$ cat src/rtl/assert_macros.svh
// Assertion macros shared by the cos squared series RTL.
// Each macro clocks on i_clk and is disabled while i_rst_n is low.
`ifndef ASSERT_MACROS_SVH
`define ASSERT_MACROS_SVH

// Same-cycle implication.
`define ASSERT_IMPL(lbl, pre, post, msg) \
    lbl: assert property (@(posedge i_clk) disable iff (!i_rst_n) (pre) |-> (post)) \
        else $error(msg);

// Next-cycle implication.
`define ASSERT_NEXT(lbl, pre, post, msg) \
    lbl: assert property (@(posedge i_clk) disable iff (!i_rst_n) (pre) |=> (post)) \
        else $error(msg);

`endif

$ cat src/rtl/cst_pkg.sv
// Shared types and constants for the cos squared series block.
// Used by cst_sequencer, cst_datapath and cos_squared_taylor_series_top.
package cst_pkg;

    // Number format: 28 fraction bits throughout; input signed Q2.28, result signed Q3.28
    localparam int FRAC_BITS   = 28;
    localparam int X_W         = 31;               // input angle
    localparam int AX_W        = 30;               // |x| after clamp, up to 2.0
    localparam int X2_W        = 31;               // x^2, up to 4.0
    localparam int TWOX2_W     = 32;               // 2 x^2, up to 8.0
    localparam int MAG_W       = 31;               // term magnitude, below 5.34
    localparam int P_W         = 34;               // scaled product before division
    localparam int RECIP_SHIFT = 34;               // reciprocal scale 2^34
    localparam int RECIP_W     = 32;               // floor(2^34 / d) for d >= 6
    localparam int DIV_W       = 13;               // k (2k-1), k up to 64
    localparam int MUL_A_W     = 34;
    localparam int MUL_B_W     = 32;
    localparam int PROD_W      = MUL_A_W + MUL_B_W;
    localparam int SUM_W       = 34;
    localparam int OUT_W       = 32;
    localparam int TERMS_W     = 6;
    localparam int TOL_W       = 29;
    localparam logic [TOL_W-1:0] TOL_RESET = TOL_W'(26844);
    localparam logic [X_W-1:0]   AX_LIMIT  = X_W'(2 << FRAC_BITS);
    localparam logic [MAG_W-1:0] MAG_INIT  = MAG_W'(1 << (FRAC_BITS - 1));
    localparam logic [SUM_W-1:0] SUM_INIT  = SUM_W'(1 << FRAC_BITS);

    localparam int STEP_W = 4;

    // Multiplier operand pairs
    typedef enum logic [1:0] {
        MS_AXAX   = 2'd0,   // |x| * |x|
        MS_MAGX2  = 2'd1,   // mag * 2x^2
        MS_PRECIP = 2'd2,   // P * reciprocal of k(2k-1)
        MS_QD     = 2'd3    // quotient estimate * k(2k-1)
    } t_mul_sel;

    // Register transfer of a step
    typedef enum logic [2:0] {
        OP_NONE  = 3'd0,
        OP_LOAD  = 3'd1,
        OP_TWOX2 = 3'd2,
        OP_P     = 3'd3,
        OP_Q     = 3'd4,
        OP_FIX   = 3'd5,
        OP_ACC   = 3'd6,
        OP_OUT   = 3'd7
    } t_op;

    // Next-step rule
    typedef enum logic [2:0] {
        C_NEXT     = 3'd0,  // fall through
        C_WAIT_IN  = 3'd1,  // hold until an input beat arrives
        C_K1       = 3'd2,  // jump when k is 1
        C_LOOP     = 3'd3,  // jump unless the series stops
        C_WAIT_OUT = 3'd4   // hold until the output register is free, then jump
    } t_cond;

    typedef struct packed {
        t_mul_sel          mul_sel;
        logic              prod_en;
        t_op               op;
        t_cond             cond;
        logic [STEP_W-1:0] target;
    } t_ctl;

    typedef struct packed {
        logic k_one;
        logic stop;
        logic out_free;
    } t_status;

endpackage

$ cat src/rtl/cst_sequencer.sv
// Microcode sequencer: step counter, control store and jump logic.
// Depends on cst_pkg and assert_macros.svh.
`include "assert_macros.svh"

module cst_sequencer
    import cst_pkg::*;
(
    input  logic    i_clk,
    input  logic    i_rst_n,
    input  logic    i_in_valid,
    input  t_status i_status,
    output logic    o_in_stall,
    output t_ctl    o_ctl
);

    localparam logic [STEP_W-1:0] STEP_IDLE  = 4'd0;
    localparam logic [STEP_W-1:0] STEP_SQ    = 4'd1;
    localparam logic [STEP_W-1:0] STEP_TWOX2 = 4'd2;
    localparam logic [STEP_W-1:0] STEP_LOOP  = 4'd3;
    localparam logic [STEP_W-1:0] STEP_P     = 4'd4;
    localparam logic [STEP_W-1:0] STEP_Q     = 4'd5;
    localparam logic [STEP_W-1:0] STEP_FIX   = 4'd6;
    localparam logic [STEP_W-1:0] STEP_ACC   = 4'd7;
    localparam logic [STEP_W-1:0] STEP_DONE  = 4'd8;

    // Control store
    function automatic t_ctl ucode(input logic [STEP_W-1:0] step);
        t_ctl w;
        w = '{mul_sel: MS_AXAX, prod_en: 1'b0, op: OP_NONE, cond: C_NEXT,
              target: STEP_IDLE};
        case (step)
            STEP_IDLE: begin
                w.op   = OP_LOAD;
                w.cond = C_WAIT_IN;
            end
            STEP_SQ: begin
                w.mul_sel = MS_AXAX;
                w.prod_en = 1'b1;
            end
            STEP_TWOX2: begin
                w.op = OP_TWOX2;
            end
            STEP_LOOP: begin
                w.mul_sel = MS_MAGX2;
                w.prod_en = 1'b1;
            end
            STEP_P: begin
                w.mul_sel = MS_PRECIP;
                w.prod_en = 1'b1;
                w.op      = OP_P;
                w.cond    = C_K1;
                w.target  = STEP_ACC;
            end
            STEP_Q: begin
                w.mul_sel = MS_QD;
                w.prod_en = 1'b1;
                w.op      = OP_Q;
            end
            STEP_FIX: begin
                w.op = OP_FIX;
            end
            STEP_ACC: begin
                w.op     = OP_ACC;
                w.cond   = C_LOOP;
                w.target = STEP_LOOP;
            end
            STEP_DONE: begin
                w.op     = OP_OUT;
                w.cond   = C_WAIT_OUT;
                w.target = STEP_IDLE;
            end
            default: begin
                w.cond = C_NEXT;
            end
        endcase
        return w;
    endfunction

    logic [STEP_W-1:0] r_step;
    logic [STEP_W-1:0] n_step;
    t_ctl              w_rom;
    logic              w_in_beat;
    logic              w_hold;

    assign w_rom      = ucode(r_step);
    assign o_in_stall = (r_step != STEP_IDLE);
    assign w_in_beat  = i_in_valid && (r_step == STEP_IDLE);

    // Pick the next step
    always_comb begin
        w_hold = 1'b0;
        n_step = r_step + 1'b1;
        case (w_rom.cond)
            C_NEXT: begin
                n_step = r_step + 1'b1;
            end
            C_WAIT_IN: begin
                w_hold = !w_in_beat;
                n_step = w_in_beat ? r_step + 1'b1 : r_step;
            end
            C_K1: begin
                n_step = i_status.k_one ? w_rom.target : r_step + 1'b1;
            end
            C_LOOP: begin
                n_step = i_status.stop ? r_step + 1'b1 : w_rom.target;
            end
            C_WAIT_OUT: begin
                w_hold = !i_status.out_free;
                n_step = i_status.out_free ? w_rom.target : r_step;
            end
            default: begin
                n_step = STEP_IDLE;
            end
        endcase
    end

    // Drop the register transfer and the product load while a wait step holds
    always_comb begin
        o_ctl = w_rom;
        if (w_hold) begin
            o_ctl.op      = OP_NONE;
            o_ctl.prod_en = 1'b0;
        end
    end

    // Advance the step counter
    always_ff @(posedge i_clk) begin
        if (!i_rst_n) begin
            r_step <= STEP_IDLE;
        end else begin
            r_step <= n_step;
        end
    end

    `ASSERT_IMPL(a_step_range, 1'b1, r_step <= STEP_DONE, "step counter out of program")
    `ASSERT_NEXT(a_acc_stop, (r_step == STEP_ACC) && i_status.stop,
                 r_step == STEP_DONE, "series stop did not reach the done step")
    `ASSERT_NEXT(a_acc_loop, (r_step == STEP_ACC) && !i_status.stop,
                 r_step == STEP_LOOP, "series continue did not return to loop")

endmodule

$ cat src/rtl/cst_datapath.sv
// Datapath: shared multiplier, term and sum registers, divisor tables, output register.
// Depends on cst_pkg and assert_macros.svh; driven by cst_sequencer control words.
`include "assert_macros.svh"

module cst_datapath
    import cst_pkg::*;
#(
    parameter int MAX_TERMS = 32
) (
    input  logic                    i_clk,
    input  logic                    i_rst_n,
    input  t_ctl                    i_ctl,
    input  logic signed [X_W-1:0]   i_x_value,
    input  logic [TOL_W-1:0]        i_tolerance,
    output t_status                 o_status,
    output logic                    o_out_valid,
    input  logic                    i_out_stall,
    output logic signed [OUT_W-1:0] o_cos2_value,
    output logic [TERMS_W-1:0]      o_terms_used,
    output logic                    o_limit_reached
);

    localparam int K_W = $clog2(MAX_TERMS + 1);

    // Divisor k(2k-1) and its reciprocal floor(2^34 / d), indexed by k.
    // Entries below k = 2 are unused: the first term needs no division.
    logic [DIV_W-1:0]   w_div   [MAX_TERMS+1];
    logic [RECIP_W-1:0] w_recip [MAX_TERMS+1];

    for (genvar g = 0; g <= MAX_TERMS; g++) begin : g_tab
        if (g < 2) begin : g_lo
            assign w_div[g]   = '0;
            assign w_recip[g] = '0;
        end else begin : g_hi
            localparam longint unsigned DIV = longint'(g) * longint'(2 * g - 1);
            localparam longint unsigned RCP = (64'd1 << RECIP_SHIFT) / DIV;
            assign w_div[g]   = DIV_W'(DIV);
            assign w_recip[g] = RECIP_W'(RCP);
        end
    end

    logic [AX_W-1:0]         r_ax;
    logic [TWOX2_W-1:0]      r_twox2;
    logic [MAG_W-1:0]        r_mag;
    logic [PROD_W-1:0]       r_prod;
    logic [P_W-1:0]          r_p;
    logic [MAG_W-1:0]        r_q;
    logic signed [SUM_W-1:0] r_sum;
    logic [K_W-1:0]          r_k;
    logic                    r_limit;
    logic                    r_out_valid;
    logic signed [OUT_W-1:0] r_cos2;
    logic [TERMS_W-1:0]      r_terms;
    logic                    r_out_limit;

    logic [X_W-1:0]          w_abs;
    logic [X_W-1:0]          w_ax;
    logic [MUL_A_W-1:0]      w_mul_a;
    logic [MUL_B_W-1:0]      w_mul_b;
    logic [P_W-1:0]          w_p;
    logic [MAG_W-1:0]        w_q0;
    logic [DIV_W-1:0]        w_d;
    logic [P_W-1:0]          w_diff;
    logic signed [SUM_W-1:0] w_mag_s;
    logic                    w_stop_tol;
    logic                    w_stop;
    logic                    w_out_free;
    logic signed [OUT_W-1:0] w_sat;

    // Absolute value of the angle, clamped to 2.0
    assign w_abs = i_x_value[X_W-1] ? (X_W'(0) - X_W'(i_x_value)) : X_W'(i_x_value);
    assign w_ax  = (w_abs > AX_LIMIT) ? AX_LIMIT : w_abs;

    // Product slices: P from a mag * 2x^2 product, quotient estimate from P * recip
    assign w_p  = r_prod[FRAC_BITS+P_W-1:FRAC_BITS];
    assign w_q0 = r_prod[RECIP_SHIFT+MAG_W-1:RECIP_SHIFT];
    assign w_d  = w_div[r_k];

    // Select multiplier operands
    always_comb begin
        case (i_ctl.mul_sel)
            MS_AXAX: begin
                w_mul_a = MUL_A_W'(r_ax);
                w_mul_b = MUL_B_W'(r_ax);
            end
            MS_MAGX2: begin
                w_mul_a = MUL_A_W'(r_mag);
                w_mul_b = r_twox2;
            end
            MS_PRECIP: begin
                w_mul_a = w_p;
                w_mul_b = w_recip[r_k];
            end
            MS_QD: begin
                w_mul_a = MUL_A_W'(w_q0);
                w_mul_b = MUL_B_W'(w_d);
            end
            default: begin
                w_mul_a = '0;
                w_mul_b = '0;
            end
        endcase
    end

    // Remainder after the estimate; one step of correction suffices
    assign w_diff = r_p - r_prod[P_W-1:0];

    // Stop tests on the latest term
    assign w_mag_s    = $signed(SUM_W'(r_mag));
    assign w_stop_tol = (r_mag <= MAG_W'(i_tolerance));
    assign w_stop     = w_stop_tol || (r_k == K_W'(MAX_TERMS));
    assign w_out_free = !r_out_valid || !i_out_stall;

    assign o_status = '{k_one: (r_k == K_W'(1)), stop: w_stop, out_free: w_out_free};

    // Saturate the sum to 32 bits
    always_comb begin
        if (r_sum[SUM_W-1:OUT_W-1] == '0 || r_sum[SUM_W-1:OUT_W-1] == '1) begin
            w_sat = r_sum[OUT_W-1:0];
        end else if (r_sum[SUM_W-1]) begin
            w_sat = {1'b1, {(OUT_W-1){1'b0}}};
        end else begin
            w_sat = {1'b0, {(OUT_W-1){1'b1}}};
        end
    end

    // Shared multiplier
    always_ff @(posedge i_clk) begin
        if (i_ctl.prod_en) begin
            r_prod <= PROD_W'(w_mul_a) * PROD_W'(w_mul_b);
        end
    end

    // Series registers
    always_ff @(posedge i_clk) begin
        if (!i_rst_n) begin
            r_k <= K_W'(1);
        end else begin
            case (i_ctl.op)
                OP_LOAD: begin
                    r_ax  <= AX_W'(w_ax);
                    r_k   <= K_W'(1);
                    r_mag <= MAG_INIT;
                    r_sum <= SUM_INIT;
                end
                OP_TWOX2: begin
                    r_twox2 <= {r_prod[FRAC_BITS+X2_W-1:FRAC_BITS], 1'b0};
                end
                OP_P: begin
                    r_p   <= w_p;
                    r_mag <= r_prod[FRAC_BITS+MAG_W-1:FRAC_BITS];
                end
                OP_Q: begin
                    r_q <= w_q0;
                end
                OP_FIX: begin
                    r_mag <= (w_diff >= P_W'(w_d)) ? r_q + 1'b1 : r_q;
                end
                OP_ACC: begin
                    r_sum   <= r_k[0] ? r_sum - w_mag_s : r_sum + w_mag_s;
                    r_limit <= !w_stop_tol;
                    if (!w_stop) begin
                        r_k <= r_k + 1'b1;
                    end
                end
                default: begin
                end
            endcase
        end
    end

    // Hold the result until the beat is taken
    always_ff @(posedge i_clk) begin
        if (!i_rst_n) begin
            r_out_valid <= 1'b0;
        end else if (i_ctl.op == OP_OUT) begin
            r_out_valid <= 1'b1;
        end else if (!i_out_stall) begin
            r_out_valid <= 1'b0;
        end
    end

    always_ff @(posedge i_clk) begin
        if (i_ctl.op == OP_OUT) begin
            r_cos2      <= w_sat;
            r_terms     <= TERMS_W'(r_k);
            r_out_limit <= r_limit;
        end
    end

    assign o_out_valid     = r_out_valid;
    assign o_cos2_value    = r_cos2;
    assign o_terms_used    = r_terms;
    assign o_limit_reached = r_out_limit;

    `ASSERT_IMPL(a_k_range, 1'b1, (r_k != '0) && (r_k <= K_W'(MAX_TERMS)),
                 "term counter out of range")
    `ASSERT_IMPL(a_fix_one_step, i_ctl.op == OP_FIX, w_diff < {w_d, 1'b0},
                 "reciprocal estimate off by more than one")
    `ASSERT_IMPL(a_out_when_free, i_ctl.op == OP_OUT, w_out_free,
                 "result loaded over an untaken beat")

endmodule

$ cat src/rtl/cos_squared_taylor_series_top.sv
// Top level of the cos squared series block: tolerance register and core wiring.
// Depends on cst_pkg, cst_sequencer and cst_datapath.

// cos^2(x) by its Taylor series in Q3.28. One angle is taken at a time; the
// input stalls from the beat that is accepted until the result is loaded into
// the output register, so a finished result may wait downstream while the next
// angle is already being accepted. Each term after the first needs three
// products on the one 34x32 multiplier (term times 2x^2, times the reciprocal
// of k(2k-1), quotient times k(2k-1)) and a remainder check; the first term
// needs only the product with 2x^2. The tolerance write port is always
// ready; write it only while idle.
module cos_squared_taylor_series_top
    import cst_pkg::*;
#(
    parameter int MAX_TERMS = 32
) (
    input  logic                    i_clk,
    input  logic                    i_rst_n,
    // configuration write
    input  logic                    i_cfg_valid,
    output logic                    o_cfg_ready,
    input  logic [TOL_W-1:0]        i_cfg_data,
    // input angle
    input  logic                    i_in_valid,
    output logic                    o_in_stall,
    input  logic signed [X_W-1:0]   i_x_value,
    // result
    output logic                    o_out_valid,
    input  logic                    i_out_stall,
    output logic signed [OUT_W-1:0] o_cos2_value,
    output logic [TERMS_W-1:0]      o_terms_used,
    output logic                    o_limit_reached
);

    logic [TOL_W-1:0] r_tolerance;
    t_ctl             w_ctl;
    t_status          w_status;

    // Tolerance register, written on each config beat
    assign o_cfg_ready = 1'b1;

    always_ff @(posedge i_clk) begin
        if (!i_rst_n) begin
            r_tolerance <= TOL_RESET;
        end else if (i_cfg_valid && o_cfg_ready) begin
            r_tolerance <= i_cfg_data;
        end
    end

    cst_sequencer u_seq (
        .i_clk      (i_clk),
        .i_rst_n    (i_rst_n),
        .i_in_valid (i_in_valid),
        .i_status   (w_status),
        .o_in_stall (o_in_stall),
        .o_ctl      (w_ctl)
    );

    cst_datapath #(
        .MAX_TERMS (MAX_TERMS)
    ) u_dp (
        .i_clk           (i_clk),
        .i_rst_n         (i_rst_n),
        .i_ctl           (w_ctl),
        .i_x_value       (i_x_value),
        .i_tolerance     (r_tolerance),
        .o_status        (w_status),
        .o_out_valid     (o_out_valid),
        .i_out_stall     (i_out_stall),
        .o_cos2_value    (o_cos2_value),
        .o_terms_used    (o_terms_used),
        .o_limit_reached (o_limit_reached)
    );

endmodule
$ cat config.mk
export PLATFORM = sky130hd
export DESIGN_NAME = cos_squared_taylor_series_top
export DESIGN_NICKNAME = d
export VERILOG_FILES = /design/src/rtl/cst_pkg.sv /design/src/rtl/cst_sequencer.sv /design/src/rtl/cst_datapath.sv /design/src/rtl/cos_squared_taylor_series_top.sv
export VERILOG_INCLUDE_DIRS = /design/src /design/src/rtl
export SDC_FILE = /design/constraint.sdc
export NUM_CORES = 2
export LEC_CHECK = 0
export BUFFER_PORTS_ARGS = -buffer_cell sky130_fd_sc_hd__buf_2
export CORE_MARGIN = 1
export CORE_UTILIZATION = 35
export CTS_CLUSTER_DIAMETER = 80
export CTS_CLUSTER_SIZE = 14
export DETAILED_ROUTE_END_ITERATION = 10
export HOLD_SLACK_MARGIN = 0.02
export PLACE_DENSITY_LB_ADDON = 0.25
export REMOVE_ABC_BUFFERS = 1
export SYNTH_ARGS = -nofsm -noshare
export SYNTH_HDL_FRONTEND = slang
export SYNTH_HIERARCHICAL = 1
export SYNTH_SLANG_ARGS = --single-unit
export TNS_END_PERCENT = 10
$ cat constraint.sdc
create_clock -name i_clk -period 11.8 [get_ports i_clk]
set_input_delay 1.77 -clock i_clk [delete_from_list [all_inputs] [get_ports i_clk]]
set_output_delay 1.77 -clock i_clk [all_outputs]
set_load 0.1 [all_outputs]
; ---- Word level (Yosys, flattened, before mapping)
; Memory sizes are Yosys's and may differ from the RTL's.
; Cells that the tools add are included.
[op_classes]
addsub = 7
multipliers = 1
magnitude_cmp = 4
n_eq_ne = 29
n_mux = 28
n_bitwise = 1
n_reduce_logical = 25
[op_table]
columns = operator, n
row1 = 34-bit one-hot mux with 4 select lines, 1
row2 = 32-bit 2-to-1 mux, 4
row3 = 32-bit one-hot mux with 4 select lines, 1
row4 = 31-bit one-hot mux with 3 select lines, 1
row5 = 34-bit one-hot mux with 2 select lines, 1
row6 = 34-bit by 32-bit multiplier with 65-bit output, 1
row7 = 31-bit 2-to-1 mux, 2
row8 = 34-bit by 32-bit adder with 34-bit output, 1
row9 = 34-bit by 13-bit >= comparator with 1-bit output, 1
row10 = 34-bit 2-to-1 mux, 1
row11 = 34-bit by 32-bit subtractor with 34-bit output, 1
row12 = 34-bit subtractor, 1
row13 = "31-bit by 1-bit adder with 31-bit output, second input constant", 1
row14 = "31-bit by 30-bit > comparator with 1-bit output, second input constant", 1
row15 = 31-bit by 29-bit <= comparator with 1-bit output, 1
row16 = "1-bit by 31-bit subtractor with 31-bit output, first input constant", 1
row17 = 13-bit 2-to-1 mux, 2
row18 = 3-bit one-hot mux with 4 select lines, 2
row19 = 3-bit one-hot mux with 7 select lines, 1
row20 = 4-bit 2-to-1 mux, 5
row21 = 4-bit one-hot mux with 5 select lines, 1
row22 = "3-bit == test, second input constant", 6
row23 = 2-bit AND reduction, 9
row24 = "4-bit by 3-bit == test with 1-bit output, second input constant", 4
row25 = 29 further kinds, 45
[word_totals]
ff_bits = 336
rom_bits = 2880
output_inout_bits = 42
word_cells = 112
memories = 2
[mem_list]
columns = name, words, word_bits, read_ports, rd_clocked_by_memory_dff, wr, line_no
row1 = (no name shown), 64, 32, 1, 0, 0, cst_datapath.sv:92  ; w_mul_b = w_recip[r_k];
row2 = (no name shown), 64, 13, 1, 0, 0, cst_datapath.sv:77  ; assign w_d = w_div[r_k];

; ---- Depth between registers and ports, before layout
[logic_depth]
ltp_word = 8
depth_mapped = 43

; ---- Modules after synthesis
; Netlist, hierarchy kept.
[modules_own_cells]
columns = module, n_inst, cells_each, area_each_um2, seq_area_each_um2
row1 = cst_datapath, 1, 6007, 54128.2, 9028.7
row2 = cos_squared_taylor_series_top, 1, 95, 1094.8, 580.6
row3 = cst_sequencer, 1, 70, 500.5, 80.1

; ---- Least setup slack after synthesis
; Ideal clock, no wire load.
[synth_timing]
path_kind = reg2reg
from = register u_dp.r_k[1]
to = register u_dp.r_prod[54] (data pin)
setup_ps = 256
arrival_time_ps = 9656
required_ps = 11544
setup_slack_ps = 1888
path_stages_with_launch = 39
path_buffers = 3
cell_sequence = dfxtp_1 > clkbuf_1 > clkinv_1 > ha_1 > clkbuf_1 > mux2i_1 > a211oi_1 > a2111o_1 > o211ai_1 > o21ai_0 > nor2_1 > clkbuf_1 > nand2_1 > fa_1 > inv_1 > fa_1 > inv_1 > fa_1 > [... 3 more ...] > fa_1 > fa_1 > inv_1 > fa_1 > inv_1 > ha_1 > a21o_1 > o21bai_1 > a21oi_1 > o21bai_1 > a211o_1 > a221oi_1 > o21ai_0 > a21o_1 > nand3_1 > o311a_1 > o21bai_1 > o211a_1
[synth_between]
elab_chain_len = 6
elab_cells_between_ends = 9
[synth_lines]
columns = element, line_no
row1 = start: declaration, cst_datapath.sv:49  ; logic [K_W-1:0] r_k;
row2 = start signal: assignment, cst_datapath.sv:163  ; r_k <= r_k + 1'b1;
row3 = 6-bit NOT with 7-bit output (not written as such) *, "cst_datapath.sv:77, cst_datapath.sv:92"
row4 = memory 64 x 13 bit or memory 64 x 32 bit (tied branches), -
row5 = 13-bit 2-to-1 mux (not written as such) or 32-bit 2-to-1 mux (tied branches) (2 in series), "cst_datapath.sv:77, cst_datapath.sv:92"
row6 = 32-bit one-hot mux with 4 select lines *, cst_datapath.sv:81  ; case (i_ctl.mul_sel)
row7 = 34-bit by 32-bit multiplier with 65-bit output *, cst_datapath.sv:130  ; r_prod <= PROD_W'(w_mul_a) * PROD_W'(w_mul_b);
row8 = end signal: assignment, cst_datapath.sv:130
row9 = end: declaration, cst_datapath.sv:45  ; logic [PROD_W-1:0] r_prod;
; Mark *: on every way between the ends. The rest lies on a longest branch, timed or not. The select of a mux whose other input is x is not followed.
; A chain may end at the register's enable or synchronous reset.

==> results_dict.tcl <==
set metrics [dict create \
    cts_tree "yes" \
    busiest_layer "met2" \
    vias 45076 \
    dp_slack_ps 399.5 \
    violations "max-capacitance violations, max-slew violations" \
    cp_max_fo 46 \
    core_um2 157100 \
    initial_utilization_pct 35.44 \
    syn_inst 6162 \
    path_class "reg -> reg" \
    syn_avg_cell_area_um2 9.035 \
    fmax_mhz 87.16 \
    hold_class "reg -> reg" \
    critPathMostFrequentCell "fa_1" \
    fin_ws_ps 327.3 \
    grt_pass1_vias 46807 \
    via_per_inst 5.464 \
    fp-row-count 145 \
    drive_gt1_share_pct 7.385 \
    status "finished, violations left" \
    yosys_warnings 6 \
    slew_violations 9 \
    drt-pass1-iter-count 6 \
    max_cap_violations 1 \
    die_width_um 400.8 \
    cts_setup_buffers 0 \
    synth_area_um2 55670 \
    crit_slowest_cell "o21ai_1" \
    cts_buffers 31 \
    wirelength_um 209900 \
    clk_pin_slew_ps 80 \
    clockBufferDepth 3 \
    drc 0 \
    gr-usage-met1_pct 34.93 \
    nNetsFinal 7573 \
    htreeDepth 1 \
    antenna_found_initial 14 \
    dpl_cell_area_um2 59200 \
    grt_use_met2_pct 41.77 \
    dieArea_um2 160700 \
    max_stage_delay_ps 940 \
    dieHeight_um 400.8 \
    final_cell_mix "inv_1, fa_1, nand2_1, nor2_1, ha_1" \
    place.gp.congestion 1.014 \
    cts_resized 0 \
    grtUsageMet3_pct 4.048 \
    overflow 0 \
    hold_viol 0 \
    cp.required_ps 12170 \
    cts.sinks 336 \
    final_common_cell "inv_1" \
    finalCritPeriodShare_pct 97.23 \
    grt_max_degree 70 \
    dpl.hpwl_um 166700 \
    worst_clock_skew_ps 31.34 \
    grtUsageTotal_pct 26.03 \
    fillers 16017 \
    drt_iter0_drc 4306 \
    grt_pass1_wl_um 310900 \
    endpoint_kind "flop" \
    cts_hold_buf 0 \
    avgRoutedWirePerCell_um 25.44 \
    setup_violations 0 \
    startpoint_type "flop" \
    ios 107 \
    max_slew_margin_pct -2.181 \
    clockRootBuffer "clkbuf_16" \
    multi_input_area_um2 41180 \
    area_growth_pct 8.064 \
    post-route-min-period_ps 11470 \
    io_buffers 105 \
    clk_latency_ps 630 \
    cp_data_arrival_time_ps 11840 \
    fin_area_um2 60160 \
    ant_nets 0 \
    ff_latch_area_um2 9693 \
    tightest_slew_ps 1523 \
]
-- metrics by stage --
stage               cells  utilization, %  setup TNS [ps]  hold WS, ps
global route         8246           38.29          -2.185        427.7
floorplan            5846               -         -249270        400.3
CTS                  8246           38.27               0        423.0
global placement     8193           37.67               0        406.5
finish               8249           38.29               0        424.7
detailed placement   8193           37.68               0        417.6
-- worst max-delay path: cells and delay by family (launching register included) --
family	cells	cell delay (ps)
multiplexers	1	450
AND/OR/NAND/NOR	3	520
AO/OA/AOI/OAI	13	3890
buffers and inverters	6	1170
flip-flops	1	410
adder cells (fa/ha/maj)	10	4750
-- cell type report --
cell class	count	share of cell area (%)
diodes	3	0.01248
clock buffers	42	1.391
clock inverters	11	0.1539
inverters	1020	6.364
multi-input cells	4490	68.45
flip-flops and latches	336	16.11
well taps	2058	4.280
repair buffers	289	3.238
-- state kept, by name, indices dropped and copies added (netlist names) --
signal                count
u_dp/r_twox2             31
u_dp/o_terms_used         6
u_dp/r_k                  6
u_dp/r_ax                30
u_dp/r_prod              65
r_tolerance              29
u_dp/o_limit_reached      1
u_seq/r_step              4
u_dp/r_q                 31
u_dp/o_out_valid          1
u_dp/r_limit              1
u_dp/r_p                 34
u_dp/o_cos2_value        32
u_dp/r_mag               31
u_dp/r_sum               34
-- layer usage --
layer / vias to the layer above / wire (µm)
li1: 19638 / -
met1: 23219 / 86480
met2: 1850 / 95520
met3: 367 / 17270
met4: 2 / 10580
met5: - / 13
-- path summary, 6_finish.rpt --
kind / from / end / slack [ps] / depth (start not counted)
max reg2reg: u_seq/r_step[1]$_SDFFE_PN0P_ / u_dp/r_prod[54]$_DFFE_PP_ / 330 / 33
min reg2reg: u_dp/r_limit$_DFFE_PP_ / u_dp/o_limit_reached$_DFFE_PP_ / 420 / 0
max: u_seq/r_step[1]$_SDFFE_PN0P_ / u_dp/r_prod[54]$_DFFE_PP_ / 330 / 33
min: u_dp/r_limit$_DFFE_PP_ / u_dp/o_limit_reached$_DFFE_PP_ / 420 / 0
Power is not shown: default switching activity piles up to over one toggle a cycle in this logic, so the estimate is an artifact.
